<file path="src/rtl/vector2_normalize_unit_macros.svh">
// Assertion helpers shared by the vector normalize RTL.
`ifndef VECTOR2_NORMALIZE_UNIT_MACROS_SVH
`define VECTOR2_NORMALIZE_UNIT_MACROS_SVH

// Same-cycle implication, disabled while reset is asserted.
`define V2N_ASSERT_IMPL(lbl, clk, rst_n, ante, cons, msg) \
  lbl: assert property (@(posedge clk) disable iff (!(rst_n)) (ante) |-> (cons)) \
    else $error(msg);

// Next-cycle implication, disabled while reset is asserted.
`define V2N_ASSERT_NEXT(lbl, clk, rst_n, ante, cons, msg) \
  lbl: assert property (@(posedge clk) disable iff (!(rst_n)) (ante) |=> (cons)) \
    else $error(msg);

`endif

</file>
<file path="src/rtl/v2n_pkg.sv">
package v2n_pkg;

  localparam int unsigned FRAC_BITS_DEF = 16;
  localparam int unsigned INT_BITS_DEF  = 8;

  // Tolerance register: Q0.16, reset value one LSB.
  localparam int unsigned TOL_W = 16;
  localparam logic [TOL_W-1:0] TOL_RESET = 16'd1;

  localparam int unsigned APB_ADDR_W = 3;
  localparam int unsigned APB_DATA_W = 32;

  // Register index, taken from paddr above the byte offset.
  localparam logic [APB_ADDR_W-3:0] REG_TOLERANCE = 1'b0;

  // Control bits that travel with every beat down the pipeline.
  typedef struct packed {
    logic valid;
    logic neg_x;
    logic neg_y;
    logic degen;
  } v2n_tag_t;

endpackage

</file>
<file path="src/rtl/v2n_sqrt_cell.sv">
module v2n_sqrt_cell #(
  parameter int unsigned IN_W = 24
) (
  input  logic                  clk_i,
  input  logic                  rst_ni,
  input  logic                  en_i,
  input  v2n_pkg::v2n_tag_t     tag_i,
  input  logic [2*IN_W-1:0]     rad_i,
  input  logic [IN_W+1:0]       rem_i,
  input  logic [IN_W-1:0]       root_i,
  input  logic [IN_W-1:0]       ax_i,
  input  logic [IN_W-1:0]       ay_i,
  output v2n_pkg::v2n_tag_t     tag_o,
  output logic [2*IN_W-1:0]     rad_o,
  output logic [IN_W+1:0]       rem_o,
  output logic [IN_W-1:0]       root_o,
  output logic [IN_W-1:0]       ax_o,
  output logic [IN_W-1:0]       ay_o
);
  import v2n_pkg::*;

  localparam int unsigned RW = IN_W + 2;
  localparam int unsigned SW = IN_W + 4;

  v2n_tag_t          tag_q;
  logic [2*IN_W-1:0] rad_q;
  logic [RW-1:0]     rem_q, rem_d;
  logic [IN_W-1:0]   root_q, root_d;
  logic [IN_W-1:0]   ax_q, ay_q;
  logic [SW-1:0]     rem_sh, trial, rem_sub;
  logic              ge;

  // One root digit: bring down two radicand bits, try (4*root + 1).
  assign rem_sh  = {rem_i, rad_i[2*IN_W-1 -: 2]};
  assign trial   = {2'b00, root_i, 2'b01};
  assign ge      = rem_sh >= trial;
  assign rem_sub = rem_sh - trial;
  assign rem_d   = ge ? rem_sub[RW-1:0] : rem_sh[RW-1:0];
  assign root_d  = {root_i[IN_W-2:0], ge};

  always_ff @(posedge clk_i or negedge rst_ni) begin
    if (!rst_ni) begin
      tag_q <= '0;
    end else if (en_i) begin
      tag_q <= tag_i;
    end
  end

  always_ff @(posedge clk_i) begin
    if (en_i) begin
      rad_q  <= {rad_i[2*IN_W-3:0], 2'b00};
      rem_q  <= rem_d;
      root_q <= root_d;
      ax_q   <= ax_i;
      ay_q   <= ay_i;
    end
  end

  assign tag_o  = tag_q;
  assign rad_o  = rad_q;
  assign rem_o  = rem_q;
  assign root_o = root_q;
  assign ax_o   = ax_q;
  assign ay_o   = ay_q;

endmodule

</file>
<file path="config.mk">
export PLATFORM = sky130hd
export DESIGN_NAME = v2n_sqrt_cell
export DESIGN_NICKNAME = d
export VERILOG_FILES = /design/src/rtl/vector2_normalize_unit_macros.svh /design/src/rtl/v2n_pkg.sv /design/src/rtl/v2n_sqrt_cell.sv
export SDC_FILE = /design/constraint.sdc
export NUM_CORES = 1
export LEC_CHECK = 0
export ABC_CLOCK_PERIOD_IN_PS = 800
export BUFFER_PORTS_ARGS = -buffer_cell sky130_fd_sc_hd__buf_2
export CAP_MARGIN = 20
export CORE_MARGIN = 4
export CORE_UTILIZATION = 42
export DETAILED_ROUTE_END_ITERATION = 7
export GPL_TIMING_DRIVEN = 0
export HOLD_SLACK_MARGIN = 0.02
export PLACE_DENSITY = 0.76
export SLEW_MARGIN = 20
export SYNTH_ARGS = -nofsm -noshare
export SYNTH_HDL_FRONTEND = slang
export SYNTH_SLANG_ARGS = --single-unit
</file>
<file path="constraint.sdc">
create_clock -name clk_i -period 0.8 [get_ports clk_i]
set_input_delay 0.08 -clock clk_i [delete_from_list [all_inputs] [get_ports clk_i]]
set_output_delay 0.08 -clock clk_i [all_outputs]
set_load 0.005 [all_outputs]
</file>
==> results_dict.tcl <==
set metrics [dict create \
    synth.distinct_cells 56 \
    hold_viol 0 \
    initialDrtViolationCount 366 \
    hold_depth 2 \
    startpoint_type "primary input" \
    synth_area_per_cell_sq_um 14.40 \
    place.port_buffers 300 \
    rows 44 \
    synth_top_family_by_area "compound AO/OA/AOI/OAI gates" \
    fp.dieW_microns 131.0 \
    synth_area_leaders "edfxtp_1, ha_1, nand2_1" \
    async_flop_share_pct 2.703 \
    synth_area_sq_um 6350 \
    synth_most_common_cell "edfxtp_1" \
    yosys-top-cells-count "edfxtp_1, nand2_1, inv_1, ha_1, a21oi_1" \
    critPathKind "primary input to register" \
    synth_edf_count 144 \
    dpl_worst_slack_ps -1713 \
    hp-class "primary input to register" \
    r2r_start "tag_o[2]" \
    clk_pin_slew_ps 70 \
    finalCritPeriodShare_pct 244.8 \
    cellLeakagePower_nw 4.671 \
    r2r_end "tag_o[2]" \
    synthAdderAreaFrac_pct 5.123 \
    wl_met2_mm 12.17 \
    ir_drop_mv 1.304 \
    grt_max_degree 59 \
    via_per_inst 5.144 \
    reg2reg_depth 1 \
    cts_tree "built" \
    drtAntennaViolNets 0 \
    clock.fmax_mhz 510.5 \
    synth_compound_area_share_pct 9.911 \
    cp_max_fo 6 \
    layout-drive-gt1-share_pct 47.13 \
    die_area_sq_um 17150 \
    synth_top_area_share_pct 68.10 \
    antenna_found_initial 2 \
    fin_nets 1108 \
    synth_mux_area_share_pct 1.438 \
    ys_ff_latch 148 \
    drt_wl_total_mm 23.13 \
    synth_top_area_cell "edfxtp_1" \
    core_sq_um 14640 \
    place.gp.congestion 0.8774 \
    hold_end "rem_o[13]" \
    initial_utilization_pct 43.36 \
    met1Wirelength_mm 8.588 \
    required_ps 960 \
    drc 0 \
    power_density_nw_per_um2 1994 \
    grt_first_pass_wirelength_mm 33.51 \
    ys_warn_count 0 \
    finalSetupViolations 175 \
    slew_violations 0 \
    grt_pass1_vias 5966 \
    setup_tns_ps -59090 \
    yosysSeqAreaShare_pct 69.67 \
    rsz0062_at_grt "true" \
    violations "negative setup slack" \
    layout.cells.non_filler 1128 \
    end_kind "register" \
    gr-total-overflow 0 \
    htreeDepth 4 \
    synth-simple-area-share_pct 7.291 \
    cap_violations 0 \
    insertion_delay_ps 410 \
    routedWlPerCell_microns 20.50 \
    firstDrtPassIters 4 \
    cts_buffers 17 \
    fin_ws_ps -1159 \
    hpwl_mm 13.91 \
    hold_path_startpoint "rem_i[11]" \
    ioPinCount 303 \
    top_layer_used "met5" \
    synth_xor_area_share_pct 3.172 \
    numPlacedInstances 927 \
    grt.total_usage_pct 25.97 \
    routed-via-count 5802 \
    clock-sinks 148 \
    r2r_setup_slack_ps 30 \
    wl_met3_mm 1.484 \
    die_h_microns 131.0 \
    netlist_instances 441 \
    hold_buffers 144 \
    post-route-min-period_ps 1959 \
    power_mw 21.84 \
    critical_path_arrival_ps 2120 \
    cts_root_buf "clkbuf_16" \
    fin_skew_ps 0 \
    area_growth_pct 72.53 \
    dominantRegCellSynth "edfxtp_1" \
    outcome "finished with violations" \
    clk_path_buf_depth 2 \
]
## layout make-up
type / instances / area [sq um]
sequential: 148 / 4424
fill: 883 / 3689
timing repair buffer: 471 / 3332
multi-input combinational: 246 / 2113
clock buffer: 18 / 429.2
tap: 184 / 230.2
inverter: 33 / 151.4
clock inverter: 14 / 141.4
buffer: 12 / 128.9
antenna: 2 / 5.005
## power breakdown
group	internal [mW]	leakage, nW	switching, mW	total (mW)
combinational	2.39	2.94	2.13	4.52
sequential	9.38	1.46	0.228	9.61
clock	4.37	0.272	3.35	7.71
## registers in the layout (all words and copies together), names as in the netlist
register  count
ax_o         24
ay_o         24
rad_o        46
rem_o        26
root_o       24
tag_o         4
## worst max-delay path, stage by stage
cell	delay, ps
buf_8	80
inv_4	30
ha_4	290
nand4_1	230
a211oi_2	310
buf_4	180
o311ai_4	90
o21ai_2	210
a21o_1	170
a21oi_2	70
xnor2_1	130
mux2_4	260
## cell usage in the layout (no fill, tap or decap), types with 17 or more instances in the layout
| cell | n |
|---|---|
| edfxtp_1 | 144 |
| ha_4 | 17 |
| clkbuf_16 | 17 |
| buf_6 | 17 |
| nand2_1 | 34 |
| o21ai_1 | 19 |
| a21oi_1 | 17 |
| buf_2 | 287 |
| dlygate4sd3_1 | 143 |
| inv_1 | 20 |
| buf_4 | 22 |
## layer usage
layer | up-vias | global-route usage, %
li1 | 2623 | -
met1 | 2840 | 29.31
met2 | 278 | 46.27
met3 | 59 | 5.691
met4 | 2 | 12.70
met5 | - | 0.5882
## worst max path at each step
stage	slack, ps	endpoint	start
5_1_grt	-1240	rem_o[19]	root_i[5]
2_1_floorplan	-1280	rem_o[25]	root_i[1]
4_1_cts	-1100	rem_o[25]	root_i[5]
6_report	-1160	rem_o[19]	root_i[5]
3_5_place_dp	-1710	rem_o[19]	root_i[9]
3_3_place_gp	-2060	tag_o[2]	en_i
## timing repair
action                     CTS  global route
setup endpoints to repair  243           179
setup buffers               19             7
pin swaps                   23            24
resized for setup           45            26
gates cloned                 2             0
hold endpoints to repair   149             2
## metrics by stage
step / hold WS, ps / instance area [sq um] / util [%]
floorplan: -215.6 / 6675 / -
detailed placement: -111.3 / 8444 / 57.66
global placement: -117.0 / 8407 / 57.41
finish: 11.63 / 10960 / 74.81
CTS: -10.09 / 10810 / 73.79
global route: 10.85 / 10960 / 74.81
## logic make-up after synthesis
group | Yosys count
adders and majority gates | 26
AOI/OAI and AO/OA | 96
buffers and inverters | 48
xor gates and xnor gates | 23
DFF | 148
muxes | 8
other | 1
and+or+nand+nor | 91
No activity file was read; power rests on OpenSTA's default activity.
