===== config.mk =====
export PLATFORM = sky130hd
export DESIGN_NAME = v2n_div_cell
export DESIGN_NICKNAME = d
export VERILOG_FILES = /design/src/rtl/vector2_normalize_unit_macros.svh /design/src/rtl/v2n_pkg.sv /design/src/rtl/v2n_div_cell.sv
export SDC_FILE = /design/constraint.sdc
export NUM_CORES = 1
export LEC_CHECK = 0
export BUFFER_PORTS_ARGS = -buffer_cell sky130_fd_sc_hd__buf_2
export CAP_MARGIN = 10
export CORE_MARGIN = 2
export CORE_UTILIZATION = 50
export CTS_CLUSTER_SIZE = 40
export DETAILED_ROUTE_END_ITERATION = 10
export GPL_TIMING_DRIVEN = 0
export PLACE_DENSITY = 0.79
export SLEW_MARGIN = 20
export SYNTH_ARGS = -nofsm -noshare
export SYNTH_HDL_FRONTEND = slang
export SYNTH_SLANG_ARGS = --single-unit

===== constraint.sdc =====
create_clock -name clk_i -period 2.8 [get_ports clk_i]
set_clock_uncertainty 0.2 [all_clocks]
set_input_delay 0.28 -clock clk_i [delete_from_list [all_inputs] [get_ports clk_i]]
set_output_delay 0.28 -clock clk_i [all_outputs]
set_load 0.02 [all_outputs]

===== src/rtl/vector2_normalize_unit_macros.svh =====
// Assertion helpers shared by the vector normalize RTL.
`ifndef VECTOR2_NORMALIZE_UNIT_MACROS_SVH
`define VECTOR2_NORMALIZE_UNIT_MACROS_SVH

// Same-cycle implication, disabled while reset is asserted.
`define V2N_ASSERT_IMPL(lbl, clk, rst_n, ante, cons, msg) \
  lbl: assert property (@(posedge clk) disable iff (!(rst_n)) (ante) |-> (cons)) \
    else $error(msg);

// Next-cycle implication, disabled while reset is asserted.
`define V2N_ASSERT_NEXT(lbl, clk, rst_n, ante, cons, msg) \
  lbl: assert property (@(posedge clk) disable iff (!(rst_n)) (ante) |=> (cons)) \
    else $error(msg);

`endif


===== src/rtl/v2n_pkg.sv =====
package v2n_pkg;

  localparam int unsigned FRAC_BITS_DEF = 16;
  localparam int unsigned INT_BITS_DEF  = 8;

  // Tolerance register: Q0.16, reset value one LSB.
  localparam int unsigned TOL_W = 16;
  localparam logic [TOL_W-1:0] TOL_RESET = 16'd1;

  localparam int unsigned APB_ADDR_W = 3;
  localparam int unsigned APB_DATA_W = 32;

  // Register index, taken from paddr above the byte offset.
  localparam logic [APB_ADDR_W-3:0] REG_TOLERANCE = 1'b0;

  // Control bits that travel with every beat down the pipeline.
  typedef struct packed {
    logic valid;
    logic neg_x;
    logic neg_y;
    logic degen;
  } v2n_tag_t;

endpackage


===== src/rtl/v2n_div_cell.sv =====
module v2n_div_cell #(
  parameter int unsigned IN_W      = 24,
  parameter int unsigned FRAC_BITS = 16
) (
  input  logic                  clk_i,
  input  logic                  rst_ni,
  input  logic                  en_i,
  input  v2n_pkg::v2n_tag_t     tag_i,
  input  logic [IN_W-1:0]       div_i,
  input  logic [IN_W-1:0]       rem_x_i,
  input  logic [IN_W-1:0]       rem_y_i,
  input  logic [FRAC_BITS:0]    q_x_i,
  input  logic [FRAC_BITS:0]    q_y_i,
  input  logic [IN_W-1:0]       ax_i,
  input  logic [IN_W-1:0]       ay_i,
  output v2n_pkg::v2n_tag_t     tag_o,
  output logic [IN_W-1:0]       div_o,
  output logic [IN_W-1:0]       rem_x_o,
  output logic [IN_W-1:0]       rem_y_o,
  output logic [FRAC_BITS:0]    q_x_o,
  output logic [FRAC_BITS:0]    q_y_o,
  output logic [IN_W-1:0]       ax_o,
  output logic [IN_W-1:0]       ay_o
);
  import v2n_pkg::*;

  v2n_tag_t         tag_q;
  logic [IN_W-1:0]  div_q, ax_q, ay_q;
  logic [IN_W-1:0]  rem_x_q, rem_y_q, rem_x_d, rem_y_d;
  logic [FRAC_BITS:0] q_x_q, q_y_q, q_x_d, q_y_d;
  logic [IN_W:0]    sh_x, sh_y, sub_x, sub_y, div_ext;
  logic             ge_x, ge_y;

  // One restoring quotient bit per lane; both lanes share the divisor.
  assign div_ext = {1'b0, div_i};
  assign sh_x    = {rem_x_i, 1'b0};
  assign sh_y    = {rem_y_i, 1'b0};
  assign ge_x    = sh_x >= div_ext;
  assign ge_y    = sh_y >= div_ext;
  assign sub_x   = sh_x - div_ext;
  assign sub_y   = sh_y - div_ext;
  assign rem_x_d = ge_x ? sub_x[IN_W-1:0] : sh_x[IN_W-1:0];
  assign rem_y_d = ge_y ? sub_y[IN_W-1:0] : sh_y[IN_W-1:0];
  assign q_x_d   = {q_x_i[FRAC_BITS-1:0], ge_x};
  assign q_y_d   = {q_y_i[FRAC_BITS-1:0], ge_y};

  always_ff @(posedge clk_i or negedge rst_ni) begin
    if (!rst_ni) begin
      tag_q <= '0;
    end else if (en_i) begin
      tag_q <= tag_i;
    end
  end

  always_ff @(posedge clk_i) begin
    if (en_i) begin
      div_q   <= div_i;
      rem_x_q <= rem_x_d;
      rem_y_q <= rem_y_d;
      q_x_q   <= q_x_d;
      q_y_q   <= q_y_d;
      ax_q    <= ax_i;
      ay_q    <= ay_i;
    end
  end

  assign tag_o   = tag_q;
  assign div_o   = div_q;
  assign rem_x_o = rem_x_q;
  assign rem_y_o = rem_y_q;
  assign q_x_o   = q_x_q;
  assign q_y_o   = q_y_q;
  assign ax_o    = ax_q;
  assign ay_o    = ay_q;

endmodule


==> results.cfg, run 1 <==
[global_routing]
grt_pass1_vias = 7200
grtUsageMet1_pct = 35.0
use_met3_pct = 6.84
grt_antenna_before_repair = 2
grt_pass1_wl_microns = 38900
grt_max_degree = 90
gr-total-overflow = 0
track_usage_pct = 30.5
use_met2_pct = 54.2
grt.busiest_layer = met2

[clock_network]
cts_buffer_depth = 2
h-tree-depth = 4
cts_tree = built
clk_latency_ns = 0.43
clkSinkCount = 158
cts_buffers = 17
clkSlewWorstSetupHoldPaths_ns = 0.07
cts-root-buf = clkbuf_16

[worst_setup_path]
path_max_fanout = 4
cp_data_required_time_ns = 2.78
arrival_ns = 2.85
critPathLaunchType = primary input
cp-end-kind = flip-flop
criticalPathCategory = in2reg

[worst_hold_path]
hold_class = in2reg

[status]
status = finished, violations left
violations = negative setup slack

[floorplan]
core-area_sq_mm = 0.0158
ios = 319
die-width_microns = 131
die-area_sq_mm = 0.0171
die_y_microns = 131
placementRows = 46
start_util_pct = 50.9

[job]
maxCapViolCount = 0

[sta]
fmax_ghz = 0.348
tns_ns = -0.0738
finalCritPeriodShare_pct = 103
period_needed_ns = 2.87
worstMarginPinSlew_ns = 0.530
finalHoldViolCount = 0
finalSetupViolCount = 1
slew_violations = 0
setup_slack_ns = -0.0738
slew_headroom_pct = 63.7
rsz0062_at_grt = yes

[final_layout]
syn2layout_area_growth_pct = 55.7
drive_above_1_share_pct = 43.0
final_nets = 1307
mostFrequentLayoutCell = buf_2
final_cell_mix = buf_2, edfxtp_1, dlygate4sd3_1, a21oi_1, ha_1
nFillCells = 935
final_util_pct = 79.2

[synthesis]
yosys_most_used_dff = edfxtp_1
synthCells = 602
ys_top_cells_by_area = edfxtp_1, ha_1, mux2_2
yosysUniqueCellTypes = 57
synth.top_cell.area_share_pct = 57.6
yosys.area.top_type = edfxtp_1
synth_edf_count = 154
ys_ff_latch = 158
synthArstFlopShare_pct = 2.53
syn_area_sq_mm = 0.00802
ys_seq_area_share_pct = 58.9
synth_fp_nets = 813
yosysWarningCount = 0
synth.avg_cell_area_sq_um = 13.3

[place]
port-buffer-count = 316
gp_congestion = 0.883
hpwlAfterDp_microns = 16300

[power_and_ir_drop]
irDropWorstVdd_uv = 404
p_leak_nw = 5.45
p_per_area_mw_per_mm2 = 582

[routing]
wire_per_inst_microns = 20.4
dr.pass1.iters = 5
postRouteAntennaNets = 0
num_vias = 7252
drcViolationCount = 0
drt_iter0_drc = 462
routed_wirelength_microns = 27000
vias_per_cell = 5.46
cell type report:
| cell class | count | area [sq um] | share of cell area (%) |
|---|---|---|---|
| inverter | 36 | 165 | 1.32 |
| multi-input combinational | 390 | 3370 | 27.0 |
| buffer | 12 | 115 | 0.921 |
| sequential | 158 | 4720 | 37.8 |
| timing repair buffer | 481 | 3250 | 26.1 |
| antenna | 2 | 5.00 | 0.0401 |
| clock buffer | 17 | 425 | 3.41 |
| clock inverter | 15 | 161 | 1.29 |
| tap | 216 | 270 | 2.16 |
flip-flops by register name (all words and copies together) (netlist names):
name	flops
rem_y_o	24
ay_o	24
q_y_o	17
rem_x_o	24
ax_o	24
div_o	24
q_x_o	17
tag_o	4
final timing paths:
path	from	slack, ns	end	depth (start not counted)
max	div_i[1]	-0.07	rem_y_o[20]$_DFFE_PP_	10
min	rem_x_i[10]	0.02	rem_x_o[11]$_DFFE_PP_	2
min in group asynchronous	rst_ni	0.56	tag_o[0]$_DFFE_PN0P_	3
min reg2reg	tag_o[1]$_DFFE_PN0P_	0.30	tag_o[1]$_DFFE_PN0P_	1
max reg2reg	tag_o[0]$_DFFE_PN0P_	1.82	tag_o[0]$_DFFE_PN0P_	1
max in group asynchronous	rst_ni	1.67	tag_o[2]$_DFFE_PN0P_	3
synthesized netlist by cell type (22+ instances only):
master    count
a21oi_1      45
nor2_1       29
a21o_1       22
ha_1         48
nand2_1      23
edfxtp_1    154
inv_1        35
o21ai_0      25
xnor2_1      29
mux2_2       46
critical path, cell delays in order:
cell,delay (ns)
buf_12,0.12
fa_2,0.40
nand2b_4,0.18
a211oi_4,0.27
o211ai_1,0.17
a311o_2,0.49
o41ai_4,0.43
o31ai_2,0.13
xnor2_1,0.13
mux2_4,0.26
where the power goes:
group          internal [mW]  switching, mW
logic                  0.890           1.09
registers               2.89         0.0724
clock network           1.20           1.12
total                   4.98           2.29
timing repair:
item | in CTS | in global routing
hold buffers | 143 | 1
buffers inserted | 11 | 8
pin swaps | 9 | 18
resized for setup | 20 | 38
gates cloned | 1 | 0
setup endpoints to repair | 45 | 40
endpoints found under the hold margin | 145 | 1
through the flow:
step	setup WS (ns)	instances	hold WS (ns)	power, mW	instance area [sq um]
after floorplan	-0.106	602	-0.216	4.08	8210
after global placement	-0.753	1134	-0.111	4.63	10100
after detailed placement	-0.743	1135	-0.109	4.65	10100
after CTS	0.00995	1322	0.000413	7.14	12300
after global routing	-0.142	1327	0.00315	7.51	12500
final	-0.0738	1327	0.0186	7.27	12500
routing by layer:
metal	share of wire, %	wire length (microns)
met1	37	9910
met2	52	13900
met3	7.4	2000
met4	4.3	1160
met5	0	0
cell families (layout without fill, tap and decap cells):
group           after synthesis  in the layout  share of synthesized area (%)
compound gates              146            146                           12.3
buf+inv                      54            561                           3.24
mux                          49             49                           6.83
xor+xnor                     38             38                           4.15
fa+ha+maj                    50             50                           7.98
other cells                   0              2                              0
flops                       158            158                           58.9
simple gates                107            107                           6.61
Note: power is estimated with default switching activity, not from simulation.
==> run 2, diff against run 1 <==
Settings changed: CORE_UTILIZATION 50 to 49, PLACE_DENSITY 0.79 to 0.78.
Clock period 2.8 ns to 2.9 ns, I/O delays scaled along.
==> run 2 against run 1 <==
The run now ends clean. Largest cell class unchanged. Count of clock-buffer cells in the layout stayed put. Worst hold slack hardly changed. Final cell count is 1.4% lower. Non-clock buffer count is 16 lower. Clock power hardly changed. Sequential power is 3% lower. Via count is 3.8% lower. Setup slack better by 0.12 ns. Flip-flop and latch count stayed put.
==> results.cfg, run 2 (same netlist as run 1, synthesis figures left out) <==
[status]
status = complete, no violations

[final_layout]
stdcell_count = 1309
nFillCells = 971
final_cell_mix = buf_2, edfxtp_1, dlygate4sd3_1, a21oi_1, mux2_2
regArea_sq_mm = 0.00472
final_nets = 1291
syn2layout_area_growth_pct = 52.1
multi_input_area_sq_mm = 0.00328
drive_above_1_share_pct = 41.7
mostFrequentLayoutCell = buf_2

[global_routing]
track_usage_pct = 29.1
grt_max_degree = 88
grt_pass1_wl_microns = 39100
gr-total-overflow = 0
grt_antenna_before_repair = 2
grt_pass1_vias = 7071

[place]
port-buffer-count = 316
dpl.cell_count = 1135
dp_slack_ns = -0.635
gp_congestion = 0.905
hpwlAfterDp_microns = 16500

[clock_network]
cts-root-buf = clkbuf_16
clkSinkCount = 158
cts_tree = built
h-tree-depth = 4
clkSlewWorstSetupHoldPaths_ns = 0.07
cts_buffers = 17
cts_buffer_depth = 2
clk_latency_ns = 0.41

[sta]
finalHoldViolCount = 0
fmax_ghz = 0.350
worstMarginPinSlew_ns = 0.559
finalCritPeriodShare_pct = 98.5
slew_violations = 0
finalSetupViolCount = 0
slew_headroom_pct = 61.8
period_needed_ns = 2.86
timing.hold.ws_ns = 0.0187
setup_slack_ns = 0.0427

[floorplan]
placementRows = 46
start_util_pct = 50.3
ios = 319
core-area_sq_mm = 0.0159
die-width_microns = 132
die_y_microns = 132
die-area_sq_mm = 0.0174

[routing]
dr.pass1.iters = 5
drcViolationCount = 0
drt_iter0_drc = 490
wire_per_inst_microns = 19.6
vias_per_cell = 5.33
num_vias = 6974
postRouteAntennaNets = 0
routed_wirelength_microns = 25700

[worst_setup_path]
cpMaxStageDelayCell = dlygate4sd3_1
cp_data_required_time_ns = 2.86
crit_chain = dlygate4sd3_1, buf_2, ha_2, nand4_1, nor4_2, a211oi_1, o21a_1, o41ai_4, buf_6, buf_4, mux2_4
path_buf_inv = 4
critical-path-max-stage-delay_ns = 0.54
reg2reg_slack_ns = 1.91
cp_top_family = buffers and inverters
critPathLaunchType = primary input
path_max_fanout = 5
criticalPathCategory = in2reg
cp-end-kind = flip-flop
arrival_ns = 2.82

[worst_hold_path]
hold_class = in2reg

[power_and_ir_drop]
p_total_mw = 6.99
irDropWorstVdd_uv = 443
p_per_area_mw_per_mm2 = 572
p_leak_nw = 5.32

[job]
maxCapViolCount = 0
## run 2: path summary, 6_finish.rpt
check | from | end | depth (start not counted)
min reg2reg | tag_o[2]$_DFFE_PN0P_ | tag_o[2]$_DFFE_PN0P_ | 1
max reg2reg | tag_o[1]$_DFFE_PN0P_ | tag_o[1]$_DFFE_PN0P_ | 1
max | rem_x_i[21] | rem_x_o[6]$_DFFE_PP_ | 11
min | rem_x_i[15] | rem_x_o[16]$_DFFE_PP_ | 2
min in group asynchronous | rst_ni | tag_o[2]$_DFFE_PN0P_ | 3
max in group asynchronous | rst_ni | tag_o[1]$_DFFE_PN0P_ | 3
## run 2: area by class of cell
class | instances | share of cell area [%]
flip-flops and latches | 158 | 38.7
plain buffers | 16 | 1.08
repair buffers | 461 | 25.0
diodes | 1 | 0.0205
clock inverters | 14 | 1.41
multi-input cells | 390 | 26.9
well taps | 216 | 2.21
inverters | 36 | 1.15
clock buffers | 17 | 3.48
## run 2: timing repair
action | in CTS | in global routing
endpoints found under the hold margin | 133 | 0
setup buffers | 9 | 2
setup endpoints to repair | 36 | 42
gates resized for setup | 8 | 19
hold buffers | 131 | 0
pin swaps | 6 | 6
cloned | 2 | 0
## run 2: report_power, final
part | total (mW) | internal (mW) | switching [mW]
logic | 1.83 | 0.812 | 1.02
clock network | 2.29 | 1.30 | 0.991
registers | 2.87 | 2.80 | 0.0705
## run 2: per-layer routing
layer | GRT usage, % | vias up | part of all wire (%)
li1 | - | 3248 | -
met1 | 33.4 | 3360 | 38
met2 | 53.2 | 310 | 52
met3 | 6.42 | 54 | 6.8
met4 | 10.4 | 2 | 3.0
met5 | 0 | - | 0.051
## run 2: through the flow
stage | setup TNS, ns | area, sq um | util, %
2_1_floorplan | -0.0300 | 8160 | -
6_report | 0 | 12200 | 76.6
3_5_place_dp | -25.33 | 10100 | 63.1
3_3_place_gp | -110.96 | 10000 | 62.8
5_1_grt | -0.253 | 12200 | 76.6
4_1_cts | 0 | 12100 | 75.9
